### src/hw/rtl/h264fua_pkg.sv
// Package: shared types and constants of the H.264 FU-A packetiser.
`timescale 1ns / 1ps
package h264fua_pkg;

    // Field widths of the byte channels
    localparam int BYTE_W         = 8;
    localparam int NAL_LEN_W      = 21;
    localparam int PAYLOAD_W      = 16;
    localparam int SEQ_W          = 16;
    localparam int TS_W           = 32;

    // Longest NAL unit accepted; longer lengths saturate to it
    localparam int NAL_LENGTH_MAX = 1048576;

    // Configuration port
    localparam int CFG_INDEX_W    = 8;
    localparam int CFG_DATA_W     = 32;

    localparam logic [CFG_INDEX_W-1:0] REG_MAX_PAYLOAD     = CFG_INDEX_W'(0);
    localparam logic [CFG_INDEX_W-1:0] REG_TIMESTAMP_STEP  = CFG_INDEX_W'(1);
    localparam logic [CFG_INDEX_W-1:0] REG_FIRST_SEQUENCE  = CFG_INDEX_W'(2);
    localparam logic [CFG_INDEX_W-1:0] REG_FIRST_TIMESTAMP = CFG_INDEX_W'(3);

    // Register reset values
    localparam logic [PAYLOAD_W-1:0] MAX_PAYLOAD_RESET     = PAYLOAD_W'(1400);
    localparam logic [TS_W-1:0]      TIMESTAMP_STEP_RESET  = TS_W'(90000 / 30);
    localparam logic [SEQ_W-1:0]     FIRST_SEQUENCE_RESET  = '0;
    localparam logic [TS_W-1:0]      FIRST_TIMESTAMP_RESET = '0;

    // Limits applied to the payload size register
    localparam logic [PAYLOAD_W-1:0] PAYLOAD_FLOOR = PAYLOAD_W'(16);
    localparam logic [PAYLOAD_W-1:0] PAYLOAD_CEIL  = PAYLOAD_W'(65000);

    // NAL header fields and FU-A codes
    localparam logic [4:0] FU_A_TYPE = 5'd28;
    localparam logic [4:0] NAL_SEI   = 5'd6;
    localparam logic [4:0] NAL_SPS   = 5'd7;
    localparam logic [4:0] NAL_PPS   = 5'd8;

    // Depth of the queue between front and back
    localparam int QUEUE_DEPTH = 4;
    localparam int QPTR_W      = $clog2(QUEUE_DEPTH);
    localparam int QCNT_W      = $clog2(QUEUE_DEPTH + 1);

    // One queue entry: a data byte, optionally preceded by the two FU-A bytes
    typedef struct packed {
        logic              hdr_en;
        logic [BYTE_W-1:0] fu_ind;
        logic [BYTE_W-1:0] fu_hdr;
        logic [BYTE_W-1:0] data;
        logic              data_first;
        logic              data_last;
        logic [SEQ_W-1:0]  seq;
        logic [TS_W-1:0]   ts;
    } fua_entry_t;

    // One output word
    typedef struct packed {
        logic [BYTE_W-1:0] payload_byte;
        logic              packet_first;
        logic              packet_last;
        logic [SEQ_W-1:0]  sequence_number;
        logic [TS_W-1:0]   rtp_timestamp;
    } pay_word_t;

    // Back-end position within an entry that carries FU-A bytes
    typedef enum logic [1:0] {
        PH_FU   = 2'b01,
        PH_DATA = 2'b10
    } back_phase_t;

endpackage

### src/hw/rtl/h264fua_if.sv
// Interfaces: NAL byte input channel and RTP payload output channel.
`timescale 1ns / 1ps
interface h264fua_nal_if import h264fua_pkg::*; ();
    logic                 valid;
    logic                 ready;
    logic [BYTE_W-1:0]    nal_byte;
    logic                 nal_first;
    logic [NAL_LEN_W-1:0] nal_length;

    modport source (output valid, nal_byte, nal_first, nal_length, input ready);
    modport sink   (input valid, nal_byte, nal_first, nal_length, output ready);
endinterface

interface h264fua_pay_if import h264fua_pkg::*; ();
    logic              valid;
    logic              ready;
    logic [BYTE_W-1:0] payload_byte;
    logic              packet_first;
    logic              packet_last;
    logic [SEQ_W-1:0]  sequence_number;
    logic [TS_W-1:0]   rtp_timestamp;

    modport source (output valid, payload_byte, packet_first, packet_last,
                    sequence_number, rtp_timestamp, input ready);
    modport sink   (input valid, payload_byte, packet_first, packet_last,
                    sequence_number, rtp_timestamp, output ready);
endinterface

### src/hw/rtl/h264_rtp_fua_packetizer.sv
// Top level of the H.264 RTP packetiser with FU-A fragmentation.
`timescale 1ns / 1ps
// Usage
//   nal: one NAL unit byte per word, header byte first with nal_first high and
//   the total unit length in nal_length. pay: one RTP payload byte per word,
//   with packet_first / packet_last framing, sequence number and timestamp.
//   Both channels move a word when valid and ready are high at a clock edge.
//   cfg_we / cfg_index / cfg_data write the payload limit (0), timestamp step
//   (1), first sequence number (2) and first timestamp (3); writing 2 or 3 also
//   loads the running counter. Write only while no word is in flight.
// Data flow
//   A byte accepted on nal is written into the queue and then loaded into
//   the output register, from which pay takes it. Every NAL byte gives one
//   payload word, but for the header byte of a fragmented unit, which gives
//   none; the first body byte of a fragment gives two more (FU indicator, FU
//   header). The output side sustains one word per cycle while pay is ready;
//   the input takes one word per cycle for single-packet units while the
//   queue has room; fragments fill the four-entry queue and wait on nal.ready.
// Reset and stalls
//   Reset restores the register defaults, clears the queue and output register
//   and loads the counters from the start values. When pay is stalled the
//   output word holds and the queue fills; nal.ready falls when it is full.
module h264_rtp_fua_packetizer import h264fua_pkg::*;
(
    input  logic                   clk,
    input  logic                   rst_n,
    h264fua_nal_if.sink            nal,
    h264fua_pay_if.source          pay,
    input  logic                   cfg_we,
    input  logic [CFG_INDEX_W-1:0] cfg_index,
    input  logic [CFG_DATA_W-1:0]  cfg_data
);

    logic       push;
    fua_entry_t push_entry;
    logic       full;
    logic       pop;
    fua_entry_t head;
    logic       empty;

    // Front end: decisions per NAL byte
    h264fua_front u_front
    (
        .clk        (clk),
        .rst_n      (rst_n),
        .nal        (nal),
        .cfg_we     (cfg_we),
        .cfg_index  (cfg_index),
        .cfg_data   (cfg_data),
        .queue_full (full),
        .push       (push),
        .push_entry (push_entry)
    );

    // Decoupling queue
    h264fua_queue u_queue
    (
        .clk        (clk),
        .rst_n      (rst_n),
        .push       (push),
        .push_entry (push_entry),
        .full       (full),
        .pop        (pop),
        .head       (head),
        .empty      (empty)
    );

    // Back end: payload word generation
    h264fua_back u_back
    (
        .clk   (clk),
        .rst_n (rst_n),
        .head  (head),
        .empty (empty),
        .pop   (pop),
        .pay   (pay)
    );

endmodule

### src/hw/rtl/h264fua_front.sv
// Front end: configuration registers, NAL tracking and fragment decisions.
`timescale 1ns / 1ps
module h264fua_front import h264fua_pkg::*;
(
    input  logic                   clk,
    input  logic                   rst_n,
    h264fua_nal_if.sink            nal,
    input  logic                   cfg_we,
    input  logic [CFG_INDEX_W-1:0] cfg_index,
    input  logic [CFG_DATA_W-1:0]  cfg_data,
    input  logic                   queue_full,
    output logic                   push,
    output fua_entry_t             push_entry
);

    localparam logic [NAL_LEN_W-1:0] LEN_MAX = NAL_LEN_W'(NAL_LENGTH_MAX);

    logic [PAYLOAD_W-1:0] max_payload_reg;
    logic [TS_W-1:0]      ts_step_reg;
    logic [SEQ_W-1:0]     first_seq_reg;
    logic [TS_W-1:0]      first_ts_reg;

    logic [BYTE_W-1:0]    header_reg,     header_next;
    logic [NAL_LEN_W-1:0] bytes_left_reg, bytes_left_next;
    logic [PAYLOAD_W-1:0] fill_reg,       fill_next;
    logic                 split_reg,      split_next;
    logic                 first_frag_reg, first_frag_next;
    logic [SEQ_W-1:0]     seq_reg,        seq_next;
    logic [TS_W-1:0]      ts_reg,         ts_next;

    logic                 accept;
    logic [PAYLOAD_W-1:0] limit;
    logic [NAL_LEN_W-1:0] len_sat;
    logic                 fits;
    logic [NAL_LEN_W:0]   left_plus_fill;
    logic [PAYLOAD_W-1:0] frag_lim;
    logic [PAYLOAD_W-1:0] fill_inc;
    logic                 frag_end;
    logic                 ts_skip;

    assign nal.ready = !queue_full;
    assign accept    = nal.valid && !queue_full;

    // Payload limit saturated to its legal range
    always_comb
    begin
        if (max_payload_reg < PAYLOAD_FLOOR)
            limit = PAYLOAD_FLOOR;
        else if (max_payload_reg > PAYLOAD_CEIL)
            limit = PAYLOAD_CEIL;
        else
            limit = max_payload_reg;
    end

    // Length carried on the header byte, saturated to the legal range
    always_comb
    begin
        if (nal.nal_length == '0)
            len_sat = NAL_LEN_W'(1);
        else if (nal.nal_length > LEN_MAX)
            len_sat = LEN_MAX;
        else
            len_sat = nal.nal_length;
    end

    assign fits = len_sat <= NAL_LEN_W'(limit);

    // The first fragment gives up one byte when the body equals the limit exactly
    assign left_plus_fill = {1'b0, bytes_left_reg} + (NAL_LEN_W + 1)'(fill_reg);
    assign frag_lim = (first_frag_reg && left_plus_fill == (NAL_LEN_W + 1)'(limit))
                      ? limit - PAYLOAD_W'(1) : limit;
    assign fill_inc = fill_reg + PAYLOAD_W'(1);
    assign frag_end = (fill_inc >= frag_lim) || (bytes_left_reg == NAL_LEN_W'(1));

    // Parameter sets and SEI sent as a single packet do not move the timestamp
    assign ts_skip = header_reg[4:0] inside {NAL_SEI, NAL_SPS, NAL_PPS};

    // Per-byte decisions of the packetiser
    always_comb
    begin
        header_next     = header_reg;
        bytes_left_next = bytes_left_reg;
        fill_next       = fill_reg;
        split_next      = split_reg;
        first_frag_next = first_frag_reg;
        seq_next        = seq_reg;
        ts_next         = ts_reg;
        push            = 1'b0;

        push_entry.hdr_en     = 1'b0;
        push_entry.fu_ind     = {1'b0, header_reg[6:5], FU_A_TYPE};
        push_entry.fu_hdr     = {first_frag_reg,
                                 !first_frag_reg && (bytes_left_reg <= NAL_LEN_W'(limit)),
                                 1'b0, header_reg[4:0]};
        push_entry.data       = nal.nal_byte;
        push_entry.data_first = 1'b0;
        push_entry.data_last  = 1'b0;
        push_entry.seq        = seq_reg;
        push_entry.ts         = ts_reg;

        if (accept)
        begin
            if (nal.nal_first)
            begin
                header_next     = nal.nal_byte;
                bytes_left_next = len_sat - NAL_LEN_W'(1);
                fill_next       = '0;
                first_frag_next = 1'b0;
                if (fits)
                begin
                    split_next            = 1'b0;
                    push                  = 1'b1;
                    push_entry.data_first = 1'b1;
                    push_entry.data_last  = (len_sat == NAL_LEN_W'(1));
                    if (len_sat == NAL_LEN_W'(1))
                    begin
                        seq_next = seq_reg + SEQ_W'(1);
                        if (!(nal.nal_byte[4:0] inside {NAL_SEI, NAL_SPS, NAL_PPS}))
                            ts_next = ts_reg + ts_step_reg;
                    end
                end
                else
                begin
                    split_next      = 1'b1;
                    first_frag_next = 1'b1;
                end
            end
            else if (bytes_left_reg != '0)
            begin
                push            = 1'b1;
                bytes_left_next = bytes_left_reg - NAL_LEN_W'(1);
                if (!split_reg)
                begin
                    // Byte of a single-packet unit
                    push_entry.data_last = (bytes_left_reg == NAL_LEN_W'(1));
                    if (bytes_left_reg == NAL_LEN_W'(1))
                    begin
                        seq_next = seq_reg + SEQ_W'(1);
                        if (!ts_skip)
                            ts_next = ts_reg + ts_step_reg;
                    end
                end
                else
                begin
                    // Body byte of a fragment, FU-A bytes ahead of its first one
                    push_entry.hdr_en    = (fill_reg == '0);
                    push_entry.data_last = frag_end;
                    fill_next            = fill_inc;
                    if (frag_end)
                    begin
                        seq_next        = seq_reg + SEQ_W'(1);
                        fill_next       = '0;
                        first_frag_next = 1'b0;
                        if (bytes_left_reg == NAL_LEN_W'(1))
                        begin
                            ts_next    = ts_reg + ts_step_reg;
                            split_next = 1'b0;
                        end
                    end
                end
            end
        end

        // Loading a start value also loads its counter
        if (cfg_we)
        begin
            case (cfg_index)
                REG_FIRST_SEQUENCE:  seq_next = cfg_data[SEQ_W-1:0];
                REG_FIRST_TIMESTAMP: ts_next  = cfg_data[TS_W-1:0];
                default:             ;
            endcase
        end
    end

    // Configuration registers
    always_ff @(posedge clk or negedge rst_n)
    begin
        if (!rst_n)
        begin
            max_payload_reg <= MAX_PAYLOAD_RESET;
            ts_step_reg     <= TIMESTAMP_STEP_RESET;
            first_seq_reg   <= FIRST_SEQUENCE_RESET;
            first_ts_reg    <= FIRST_TIMESTAMP_RESET;
        end
        else if (cfg_we)
        begin
            case (cfg_index)
                REG_MAX_PAYLOAD:     max_payload_reg <= cfg_data[PAYLOAD_W-1:0];
                REG_TIMESTAMP_STEP:  ts_step_reg     <= cfg_data[TS_W-1:0];
                REG_FIRST_SEQUENCE:  first_seq_reg   <= cfg_data[SEQ_W-1:0];
                REG_FIRST_TIMESTAMP: first_ts_reg    <= cfg_data[TS_W-1:0];
                default:             ;
            endcase
        end
    end

    // NAL tracking state and packet counters
    always_ff @(posedge clk or negedge rst_n)
    begin
        if (!rst_n)
        begin
            header_reg     <= '0;
            bytes_left_reg <= '0;
            fill_reg       <= '0;
            split_reg      <= 1'b0;
            first_frag_reg <= 1'b0;
            seq_reg        <= FIRST_SEQUENCE_RESET;
            ts_reg         <= FIRST_TIMESTAMP_RESET;
        end
        else
        begin
            header_reg     <= header_next;
            bytes_left_reg <= bytes_left_next;
            fill_reg       <= fill_next;
            split_reg      <= split_next;
            first_frag_reg <= first_frag_next;
            seq_reg        <= seq_next;
            ts_reg         <= ts_next;
        end
    end

    // A unit being fragmented always has body bytes still to come
    a_split_has_body: assert property (@(posedge clk) disable iff (!rst_n)
        split_reg |-> bytes_left_reg != '0)
        else $error("fragmenting with no bytes left");

    // The remaining count never exceeds the longest unit less its header
    a_left_bounded: assert property (@(posedge clk) disable iff (!rst_n)
        bytes_left_reg < LEN_MAX)
        else $error("remaining byte count out of range");

    // The start value registers hold what the counters were loaded with
    a_seq_load: assert property (@(posedge clk) disable iff (!rst_n)
        cfg_we && cfg_index == REG_FIRST_SEQUENCE |=> seq_reg == first_seq_reg)
        else $error("sequence counter not loaded from its start value");

    a_ts_load: assert property (@(posedge clk) disable iff (!rst_n)
        cfg_we && cfg_index == REG_FIRST_TIMESTAMP |=> ts_reg == first_ts_reg)
        else $error("timestamp counter not loaded from its start value");

endmodule

### src/hw/rtl/h264fua_queue.sv
// Short queue of packetiser entries between front and back end.
`timescale 1ns / 1ps
module h264fua_queue import h264fua_pkg::*;
(
    input  logic       clk,
    input  logic       rst_n,
    input  logic       push,
    input  fua_entry_t push_entry,
    output logic       full,
    input  logic       pop,
    output fua_entry_t head,
    output logic       empty
);

    fua_entry_t          slot_reg [QUEUE_DEPTH];
    logic [QPTR_W-1:0]   wr_ptr_reg, wr_ptr_next;
    logic [QPTR_W-1:0]   rd_ptr_reg, rd_ptr_next;
    logic [QCNT_W-1:0]   count_reg,  count_next;

    assign full  = count_reg == QCNT_W'(QUEUE_DEPTH);
    assign empty = count_reg == '0;
    assign head  = slot_reg[rd_ptr_reg];

    // Pointer and fill count update
    always_comb
    begin
        wr_ptr_next = wr_ptr_reg;
        rd_ptr_next = rd_ptr_reg;
        count_next  = count_reg;
        if (push)
            wr_ptr_next = wr_ptr_reg + QPTR_W'(1);
        if (pop)
            rd_ptr_next = rd_ptr_reg + QPTR_W'(1);
        if (push && !pop)
            count_next = count_reg + QCNT_W'(1);
        else if (pop && !push)
            count_next = count_reg - QCNT_W'(1);
    end

    always_ff @(posedge clk or negedge rst_n)
    begin
        if (!rst_n)
        begin
            wr_ptr_reg <= '0;
            rd_ptr_reg <= '0;
            count_reg  <= '0;
        end
        else
        begin
            wr_ptr_reg <= wr_ptr_next;
            rd_ptr_reg <= rd_ptr_next;
            count_reg  <= count_next;
        end
    end

    // Entry storage
    always_ff @(posedge clk)
    begin
        if (push)
            slot_reg[wr_ptr_reg] <= push_entry;
    end

    a_count_bounded: assert property (@(posedge clk) disable iff (!rst_n)
        count_reg <= QCNT_W'(QUEUE_DEPTH))
        else $error("queue count beyond its depth");

    a_no_underflow: assert property (@(posedge clk) disable iff (!rst_n)
        pop |-> !empty)
        else $error("queue read while empty");

endmodule

### src/hw/rtl/h264fua_back.sv
// Back end: expands queue entries into payload words behind an output register.
`timescale 1ns / 1ps
module h264fua_back import h264fua_pkg::*;
(
    input  logic          clk,
    input  logic          rst_n,
    input  fua_entry_t    head,
    input  logic          empty,
    output logic          pop,
    h264fua_pay_if.source pay
);

    fua_entry_t  cur_reg,   cur_next;
    logic        cur_valid_reg, cur_valid_next;
    back_phase_t phase_reg, phase_next;
    logic        out_valid_reg, out_valid_next;
    pay_word_t   out_reg,   out_next;
    logic        load;

    // The output register can take a word when empty or being drained
    assign load = !out_valid_reg || pay.ready;

    // Word selection: the held entry first, otherwise straight from the queue
    always_comb
    begin
        cur_next       = cur_reg;
        cur_valid_next = cur_valid_reg;
        phase_next     = phase_reg;
        out_valid_next = out_valid_reg && !pay.ready;
        out_next       = out_reg;
        pop            = 1'b0;

        if (load)
        begin
            if (cur_valid_reg)
            begin
                out_valid_next           = 1'b1;
                out_next.sequence_number = cur_reg.seq;
                out_next.rtp_timestamp   = cur_reg.ts;
                case (phase_reg)
                    PH_FU:
                    begin
                        out_next.payload_byte = cur_reg.fu_hdr;
                        out_next.packet_first = 1'b0;
                        out_next.packet_last  = 1'b0;
                        phase_next            = PH_DATA;
                    end
                    PH_DATA:
                    begin
                        out_next.payload_byte = cur_reg.data;
                        out_next.packet_first = cur_reg.data_first;
                        out_next.packet_last  = cur_reg.data_last;
                        cur_valid_next        = 1'b0;
                    end
                    default:
                    begin
                        out_valid_next = 1'b0;
                        cur_valid_next = 1'b0;
                    end
                endcase
            end
            else if (!empty)
            begin
                pop                      = 1'b1;
                out_valid_next           = 1'b1;
                out_next.sequence_number = head.seq;
                out_next.rtp_timestamp   = head.ts;
                if (head.hdr_en)
                begin
                    out_next.payload_byte = head.fu_ind;
                    out_next.packet_first = 1'b1;
                    out_next.packet_last  = 1'b0;
                    cur_next              = head;
                    cur_valid_next        = 1'b1;
                    phase_next            = PH_FU;
                end
                else
                begin
                    out_next.payload_byte = head.data;
                    out_next.packet_first = head.data_first;
                    out_next.packet_last  = head.data_last;
                end
            end
        end
    end

    always_ff @(posedge clk or negedge rst_n)
    begin
        if (!rst_n)
        begin
            cur_valid_reg <= 1'b0;
            phase_reg     <= PH_FU;
            out_valid_reg <= 1'b0;
        end
        else
        begin
            cur_valid_reg <= cur_valid_next;
            phase_reg     <= phase_next;
            out_valid_reg <= out_valid_next;
        end
    end

    // Payload registers
    always_ff @(posedge clk)
    begin
        cur_reg <= cur_next;
        out_reg <= out_next;
    end

    assign pay.valid           = out_valid_reg;
    assign pay.payload_byte    = out_reg.payload_byte;
    assign pay.packet_first    = out_reg.packet_first;
    assign pay.packet_last     = out_reg.packet_last;
    assign pay.sequence_number = out_reg.sequence_number;
    assign pay.rtp_timestamp   = out_reg.rtp_timestamp;

    // The queue is never read while a held entry still has words to give
    a_no_pop_while_held: assert property (@(posedge clk) disable iff (!rst_n)
        cur_valid_reg |-> !pop)
        else $error("queue read while an entry is still being expanded");

endmodule
### src/flat_wrapper.sv
// flat-port wrapper written by rule: the top's interface ports become plain ports
module h264_rtp_fua_packetizer_flat import h264fua_pkg::*;
  (clk, rst_n, cfg_we, cfg_index, cfg_data, nal_valid, nal_nal_byte, nal_nal_first, nal_nal_length, nal_ready, pay_valid, pay_payload_byte, pay_packet_first, pay_packet_last, pay_sequence_number, pay_rtp_timestamp, pay_ready);
  h264fua_nal_if nal_i ();
  h264fua_pay_if pay_i ();
  input  logic clk;
  input  logic rst_n;
  input  logic cfg_we;
  input  logic [CFG_INDEX_W-1:0] cfg_index;
  input  logic [CFG_DATA_W-1:0] cfg_data;
  input wire logic [$bits(nal_i.valid)-1:0] nal_valid;
  input wire logic [$bits(nal_i.nal_byte)-1:0] nal_nal_byte;
  input wire logic [$bits(nal_i.nal_first)-1:0] nal_nal_first;
  input wire logic [$bits(nal_i.nal_length)-1:0] nal_nal_length;
  output wire logic [$bits(nal_i.ready)-1:0] nal_ready;
  output wire logic [$bits(pay_i.valid)-1:0] pay_valid;
  output wire logic [$bits(pay_i.payload_byte)-1:0] pay_payload_byte;
  output wire logic [$bits(pay_i.packet_first)-1:0] pay_packet_first;
  output wire logic [$bits(pay_i.packet_last)-1:0] pay_packet_last;
  output wire logic [$bits(pay_i.sequence_number)-1:0] pay_sequence_number;
  output wire logic [$bits(pay_i.rtp_timestamp)-1:0] pay_rtp_timestamp;
  input wire logic [$bits(pay_i.ready)-1:0] pay_ready;
  assign nal_i.valid = nal_valid;
  assign nal_i.nal_byte = nal_nal_byte;
  assign nal_i.nal_first = nal_nal_first;
  assign nal_i.nal_length = nal_nal_length;
  assign nal_ready = nal_i.ready;
  assign pay_valid = pay_i.valid;
  assign pay_payload_byte = pay_i.payload_byte;
  assign pay_packet_first = pay_i.packet_first;
  assign pay_packet_last = pay_i.packet_last;
  assign pay_sequence_number = pay_i.sequence_number;
  assign pay_rtp_timestamp = pay_i.rtp_timestamp;
  assign pay_i.ready = pay_ready;
  h264_rtp_fua_packetizer u_core (.clk(clk), .rst_n(rst_n), .nal(nal_i), .pay(pay_i), .cfg_we(cfg_we), .cfg_index(cfg_index), .cfg_data(cfg_data));
endmodule
### config.mk
export PLATFORM = sky130hd
export DESIGN_NAME = h264_rtp_fua_packetizer_flat
export DESIGN_NICKNAME = d
export VERILOG_FILES = /design/src/hw/rtl/h264fua_pkg.sv /design/src/hw/rtl/h264fua_if.sv /design/src/hw/rtl/h264_rtp_fua_packetizer.sv /design/src/hw/rtl/h264fua_front.sv /design/src/hw/rtl/h264fua_queue.sv /design/src/hw/rtl/h264fua_back.sv /design/src/flat_wrapper.sv
export SDC_FILE = /design/constraint.sdc
export NUM_CORES = 1
export LEC_CHECK = 0
export ABC_AREA = 1
export BUFFER_PORTS_ARGS = -buffer_cell sky130_fd_sc_hd__buf_2
export CAP_MARGIN = 20
export CORE_MARGIN = 2
export CORE_UTILIZATION = 62
export DETAILED_ROUTE_END_ITERATION = 8
export GPL_TIMING_DRIVEN = 1
export PLACE_DENSITY = 0.89
export SLEW_MARGIN = 0
export SYNTH_ARGS = -nofsm -noshare
export SYNTH_HDL_FRONTEND = slang
export SYNTH_SLANG_ARGS = --single-unit
export TNS_END_PERCENT = 5
### constraint.sdc
create_clock -name clk -period 6.78 [get_ports clk]
set_input_delay 0 -clock clk [delete_from_list [all_inputs] [get_ports clk]]
set_output_delay 0 -clock clk [all_outputs]
set_load 0.02 [all_outputs]
# --- Word-level counts from Yosys, hierarchy flattened ---
# Memories as Yosys holds them, arrays and structs flattened.
# Cells that the tools add are included.
op_classes:
  add_sub_neg: 11
  n_lt_le_gt_ge: 6
  n_eq_ne: 18
  n_mux: 81
  bitwise_logic: 2
  reduce_logical: 37
ops:
  columns: ["cell", "count"]
  rows:
  - ["2-to-1 mux 32 bit", 13]
  - ["2-to-1 mux 16 bit", 17]
  - ["2-to-1 mux 58 bit", 2]
  - ["2-to-1 mux 21 bit", 4]
  - ["== test 21 x 1 -> 1 bit, second input constant", 2]
  - ["less-or-equal comparator 21 x 16 -> 1 bit", 2]
  - ["subtractor 21 x 1 -> 21 bit, second input constant", 2]
  - ["2-to-1 mux 1 bit", 35]
  - ["adder 16 x 1 -> 16 bit, second input constant", 2]
  - ["adder 32 bit", 1]
  - ["adder 21 x 16 -> 22 bit", 1]
  - ["== test 22 x 16 -> 1 bit", 1]
  - ["greater-than comparator 21 bit, second input constant", 1]
  - ["zero test 21 bit", 1]
  - ["nonzero test 21 bit", 1]
  - ["== test 5 x 3 -> 1 bit, second input constant", 4]
  - ["case mux 10 bit (2 select lines)", 1]
  - ["== test 8 x 2 -> 1 bit, second input constant", 2]
  - [">= comparator 16 bit", 1]
  - ["greater-than comparator 16 bit, second input constant", 1]
  - ["zero test 16 bit", 1]
  - ["< comparator 16 x 5 -> 1 bit, second input constant", 1]
  - ["subtractor 16 x 1 -> 16 bit, second input constant", 1]
  - ["2-to-1 mux 2 bit", 6]
  - ["24 further kinds", 52]
word_totals:
  register_bits: 277
  mem_bits_rw: 272
  in_bits: 75
  output_inout_bits: 60
  memories: 1
memory_table:
  columns: ["name", "depth", "width", "read_ports", "rd_clocked_by_memory_dff", "wr", "line_no", "source"]
  rows:
  - ["u_core.u_queue.slot_reg", 4, 68, 1, 0, 1, "h264fua_queue.sv:15", "fua_entry_t slot_reg [QUEUE_DEPTH];"]

# --- Longest topological paths before layout ---
logic_depth:
  word_depth: 15
  depth_mapped: 39
  ltp_nobuf: 37

# --- By module ---
# From an unflattened synthesis, not the netlist that was laid out.
unflattened:
  hier_cells: 3843
  area_unflattened_um2: 32911.6
modules_own_cells:
  columns: ["mod", "n_inst", "cells_per_inst", "area_per_inst_um2", "seq_area_each_um2"]
  rows:
  - ["h264fua_front", 1, 2546, 15402.3, 3569.7]
  - ["h264fua_queue", 1, 923, 12619.6, 9183.8]
  - ["h264fua_back", 1, 374, 4889.7, 3824.9]

# --- Worst setup path after synthesis ---
# Ideal clock, no wire load.
synth_timing:
  path_kind: "reg-to-reg"
  from: "reg u_core.u_front.max_payload_reg[10]"
  to: "mem u_core.u_queue.slot_reg[0][0] (netlist name) (enable)"
  t_arrival_ns: 5.676
  required_time_ns: 6.285
  path_slack_ns: 0.610
  path_stages_with_launch: 26
  path_buffers: 2
  cell_sequence: "dfstp_2 > buf_2 > nand2_1 > nor3_2 > nand3_1 > a21oi_2 > nand2_2 > buf_6 > nand2_2 > nand2_4 > ha_1 > nand2_1 > inv_1 > nand2_1 > nand3_1 > nand2_1 > nand2_1 > nand2_1 > nand2_1 > nand2_1 > nand2_1 > nand2_1 > inv_1 > nand2_1 > nand2_1 > nor2_1"
synth_between:
  elab_chain_cells: 9
  word_cells_on_any_way: 10
  classes_between: "3 x order compare; 7 x mux"
synth_rtl:
  columns: ["element", "line_no", "source"]
  rows:
  - ["start: declaration", "h264fua_front.sv:18", "logic [PAYLOAD_W-1:0] max_payload_reg;"]
  - ["start signal: assignment", "h264fua_front.sv:188", "REG_MAX_PAYLOAD: max_payload_reg <= cfg_data[PAYLOAD_W-1:0];"]
  - ["greater-than comparator 16 bit", "h264fua_front.sv:49", "else if (max_payload_reg > PAYLOAD_CEIL)"]
  - ["2-to-1 mux 16 bit", "h264fua_front.sv:49", null]
  - ["2-to-1 mux 16 bit *", "h264fua_front.sv:47", "if (max_payload_reg < PAYLOAD_FLOOR)"]
  - ["less-or-equal comparator 21 x 16 -> 1 bit *", "h264fua_front.sv:66", "assign fits = len_sat <= NAL_LEN_W'(limit);"]
  - ["2-to-1 mux 1 bit *", "h264fua_front.sv:109", "if (fits)"]
  - ["2-to-1 mux 1 bit *", "h264fua_front.sv:103", "if (nal.nal_first)"]
  - ["2-to-1 mux 1 bit *", "h264fua_front.sv:101", "if (accept)"]
  - ["2-to-1 mux 1 bit *", "h264fua_queue.sv:59", "if (push)"]
  - ["2-to-1 mux 1 bit (implied by the code) *", "h264fua_queue.sv:60", "slot_reg[wr_ptr_reg] <= push_entry;"]
  - ["end: declaration", "h264fua_queue.sv:15", null]
# Mark *: on every way between the ends. The rest lies on a longest branch, timed or not.

# --- Final worst setup path ---
layout_timing:
  from: "reg u_core.u_front.fill_reg[0]"
  to: "reg u_core.u_front.seq_reg[0]"
layout_between:
  elab_chain_cells: 13
  word_cells_on_any_way: 14
  classes_between: "2 x add/sub; 1 x order compare; 1 x eq/ne; 8 x mux; 2 x reduce/logical"
layout_rtl:
  columns: ["element", "line_no", "source"]
  rows:
  - ["start: declaration", "h264fua_front.sv:25", "logic [PAYLOAD_W-1:0] fill_reg, fill_next;"]
  - ["start signal: assignment", "h264fua_front.sv:214", "fill_reg <= fill_next;"]
  - ["adder 21 x 16 -> 22 bit", "h264fua_front.sv:69", "assign left_plus_fill = {1'b0, bytes_left_reg} + (NAL_LEN_W + 1)'(fill_reg);"]
  - ["== test 22 x 16 -> 1 bit", "h264fua_front.sv:70", "assign frag_lim = (first_frag_reg && left_plus_fill == (NAL_LEN_W + 1)'(limit))"]
  - ["logical AND 1 bit", "h264fua_front.sv:70", null]
  - ["2-to-1 mux 16 bit", "h264fua_front.sv:71", "? limit - PAYLOAD_W'(1) : limit;"]
  - [">= comparator 16 bit *", "h264fua_front.sv:73", "assign frag_end = (fill_inc >= frag_lim) || (bytes_left_reg == NAL_LEN_W'(1));"]
  - ["logical OR 1 bit *", "h264fua_front.sv:73", null]
  - ["2-to-1 mux 16 bit *", "h264fua_front.sv:149", "if (frag_end)"]
  - ["2-to-1 mux 16 bit *", "h264fua_front.sv:132", "if (!split_reg)"]
  - ["2-to-1 mux 16 bit *", "h264fua_front.sv:128", "else if (bytes_left_reg != '0)"]
  - ["2-to-1 mux 16 bit *", "h264fua_front.sv:103", null]
  - ["2-to-1 mux 16 bit *", "h264fua_front.sv:101", null]
  - ["2-to-1 mux 16 bit", "h264fua_front.sv:167", "case (cfg_index)"]
  - ["2-to-1 mux 16 bit *", "h264fua_front.sv:165", "if (cfg_we)"]
  - ["net u_core.u_front.seq_next[0]", "h264fua_front.sv:28", "logic [SEQ_W-1:0] seq_reg, seq_next;"]
  - ["end signal: assignment", "h264fua_front.sv:217", "seq_reg <= seq_next;"]
  - ["end: declaration", "h264fua_front.sv:28", null]
# The timed path passes the listed nets; every way through them passes the cells marked *.
# A chain may end at the register's enable or synchronous reset.

==> flow_metrics.tcl <==
set metrics [dict create \
    power_leakage_nw 14.6 \
    grtUsageMet2_pct 51.8 \
    end_kind "flop" \
    grtUsageMet1_pct 44.8 \
    layout_common_cells "nand2_1 (873), edfxtp_1 (395), nor2_1 (379)" \
    tns_ns 0 \
    grt_use_total_pct 32.5 \
    cap_violations 0 \
    status "complete, no violations" \
    initial_core_util_pct 62.8 \
    setup_violations 0 \
    post-route-util_pct 70.6 \
    combPwrFrac_pct 35.2 \
    antenna_found_initial 0 \
    fin_hold_ws_ns 0.0155 \
    dieArea_sq_um 50100 \
    worst_pin_slew_ns 1.12 \
    routedWlPerCell_microns 19.0 \
    dp_hpwl_mm 54.0 \
    grt_pass1_wl_mm 128 \
    slowest_delay_ns 0.44 \
    via_count 25900 \
    synth_edf_count 395 \
    ctsResizeCount 0 \
    grt_pass1_vias 24300 \
    top_usage_layer "met2" \
    numClockSinks 548 \
    clkPwrFrac_pct 23.0 \
    ctsHtreeMaxLevel 2 \
    placed_area_sq_um 31200 \
    cts_tree "built" \
    synth.cell_area_sq_um 30000 \
    grt_util_met3_pct 5.67 \
    largest_reg_flops 272 \
    fmax_ghz 0.184 \
    powerDensity_nw_per_um2 395 \
    syn_area_per_cell_sq_um 8.59 \
    die_y_microns 224 \
    critPathKind "reg2reg" \
    vias_per_cell 6.01 \
    crit_arrival_ns 5.95 \
    first_pass_iters 6 \
    diodes 0 \
    grt_max_degree 113 \
    design_area_sq_um 33700 \
    clk_path_buf_depth 3 \
    yosys_most_used_dff "edfxtp_1" \
    r2r-start "u_core.u_front.fill_reg[0]$_DFFE_PN0P_" \
    hp-start "nal_valid" \
    syn_nets 3677 \
    wl_mm 81.8 \
    slew_headroom_pct 25.3 \
    intPower_w 0.00804 \
    area_growth_pct 12.4 \
    clk_pin_slew_ns 0.07 \
    gp_congestion 0.998 \
    route.detailed.drc 0 \
    crit_path_start_kind "flop" \
    die_x_microns 224 \
    rows 80 \
    detail_route.iter0.violations 3346 \
    gr-total-overflow 0 \
    cts_buffers 54 \
    io_buffers 134 \
    synth-seq-area-share_pct 52.4 \
    power_switching_w 0.00528 \
    fin_nets 3830 \
    root_buffer "clkbuf_16" \
    rsz0062_at_grt "no" \
    r2r_cells 30 \
    fill_cells 3361 \
    peakVddDrop_mv 0.279 \
    mostFrequentLayoutCell "nand2_1" \
    clkLatencyLatePin_ns 0.63 \
    crit_start "u_core.u_front.fill_reg[0]$_DFFE_PN0P_" \
    ios 135 \
    worstHoldPathCells 5 \
    cp_slowest_cell "dfrtp_1" \
    synth-seq-cells 548 \
    finalCriticalPeriod_ns 5.43 \
    core_area_sq_um 47700 \
    drtAntennaViolNets 0 \
    synthCells 3492 \
    drive_gt1_share_pct 8.89 \
    yosysWarnings 0 \
    report.final.slew_viol_count 0 \
    fin_skew_ns 0.0285 \
    cp.required_ns 7.30 \
    min_period_over_period_pct 80.1 \
    seqPwrFrac_pct 41.9 \
    critical_path.max_fanout 29 \
    async_reset_ff_share_pct 27.9 \
    hold_viol_final 0 \
    yosysUniqueCellTypes 58 \
    cp_common_cell "nand2_1" \
    hold_class "in2reg" \
    post_cts_buffers 0 \
    swShare_pct 39.6 \
]
-- critical path: cells and delay by family (launching register included) --
family / cells / cell delay [ns]
simple gates: 20 / 2.80
fa+ha+maj: 3 / 0.94
compound gates: 4 / 0.62
buf+inv: 3 / 0.51
flops: 1 / 0.44
-- repair_timing --
action / 4_1_cts / 5_1_grt
hold buffers: 69 / 0
setup endpoints to repair: 0 / 0
endpoints found under the hold margin: 247 / 0
-- routing by layer --
layer  share of wire [%]  vias up
met5                   0        -
met4                 3.8        0
met3                  11      259
met2                  46     1583
met1                  39    11900
li1                    -    12100
-- power groups by stage --
stage	combinational (W)	clock, W	sequential (W)
after floorplan	0.00305	0	0.00558
after global placement	0.00436	0	0.00555
after detailed placement	0.00449	0	0.00558
after CTS	0.00460	0.00307	0.00554
after global routing	0.00518	0.00319	0.00565
final	0.00469	0.00306	0.00558
-- through the flow --
step	cells	power, W	setup slack (ns)
2_1_floorplan	3492	0.00863	0.610
3_3_place_gp	4133	0.00990	1.55
3_5_place_dp	4133	0.0101	1.42
4_1_cts	4303	0.0132	1.35
5_1_grt	4305	0.0140	0.756
6_report	4305	0.0133	1.35
-- synth_stat cells, drive strengths merged (6+ instances only) --
cell type,instances,area [sq um]
mux2,7,78.8
dfstp,14,368
a22oi,12,90.1
a31oi,13,81.3
nand4,74,463
nand3b,6,45.0
o22ai,70,438
nand2,882,3340
inv,351,1320
ha,107,1340
o21ai,354,1770
nor2,395,1520
o211ai,10,75.1
xnor2,23,201
xor2,65,569
edfxtp,395,11900
nor3,32,165
clkbuf,103,387
nor4,10,62.6
buf,28,149
nand3,189,963
and2,12,75.1
a21oi,159,811
dfrtp,139,3480
-- layout make-up --
class                           instances  area, sq um  share of cell area, %
Clock buffer                           69         1450                   4.29
Clock inverter                         32          369                   1.09
Inverter                              355         1330                   3.96
Multi-Input combinational cell       2458        12500                   37.0
Sequential cell                       548        15700                   46.6
Tap cell                              615          769                   2.28
Timing Repair Buffer                  228         1630                   4.82
-- path summary, 6_finish.rpt --
| path | end | slack (ns) |
|---|---|---|
| setup / recovery | u_core.u_front.seq_reg[0]$_DFF_PN0_ | 1.35 |
| hold / removal | u_core.u_front.seq_reg[1]$_DFF_PN0_ | 0.02 |
| setup reg to reg | u_core.u_front.seq_reg[0]$_DFF_PN0_ | 1.35 |
| hold reg to reg | u_core.u_front.ts_step_reg[4]$_DFFE_PN1P_ | 0.49 |
| max in group asynchronous | u_core.u_queue.rd_ptr_reg[0]$_DFFE_PN0P_ | 5.13 |
| min in group asynchronous | u_core.u_front.ts_step_reg[26]$_DFFE_PN0P_ | 0.04 |
-- logic make-up after synthesis --
family,synth area share (%)
and+or+nand+nor,22.3
DFF,52.4
buffers and inverters,6.23
adders and majority gates,4.66
AOI/OAI and AO/OA,11.5
xor gates and xnor gates,2.57
muxes,0.296
No activity file was read; power rests on OpenSTA's default activity.
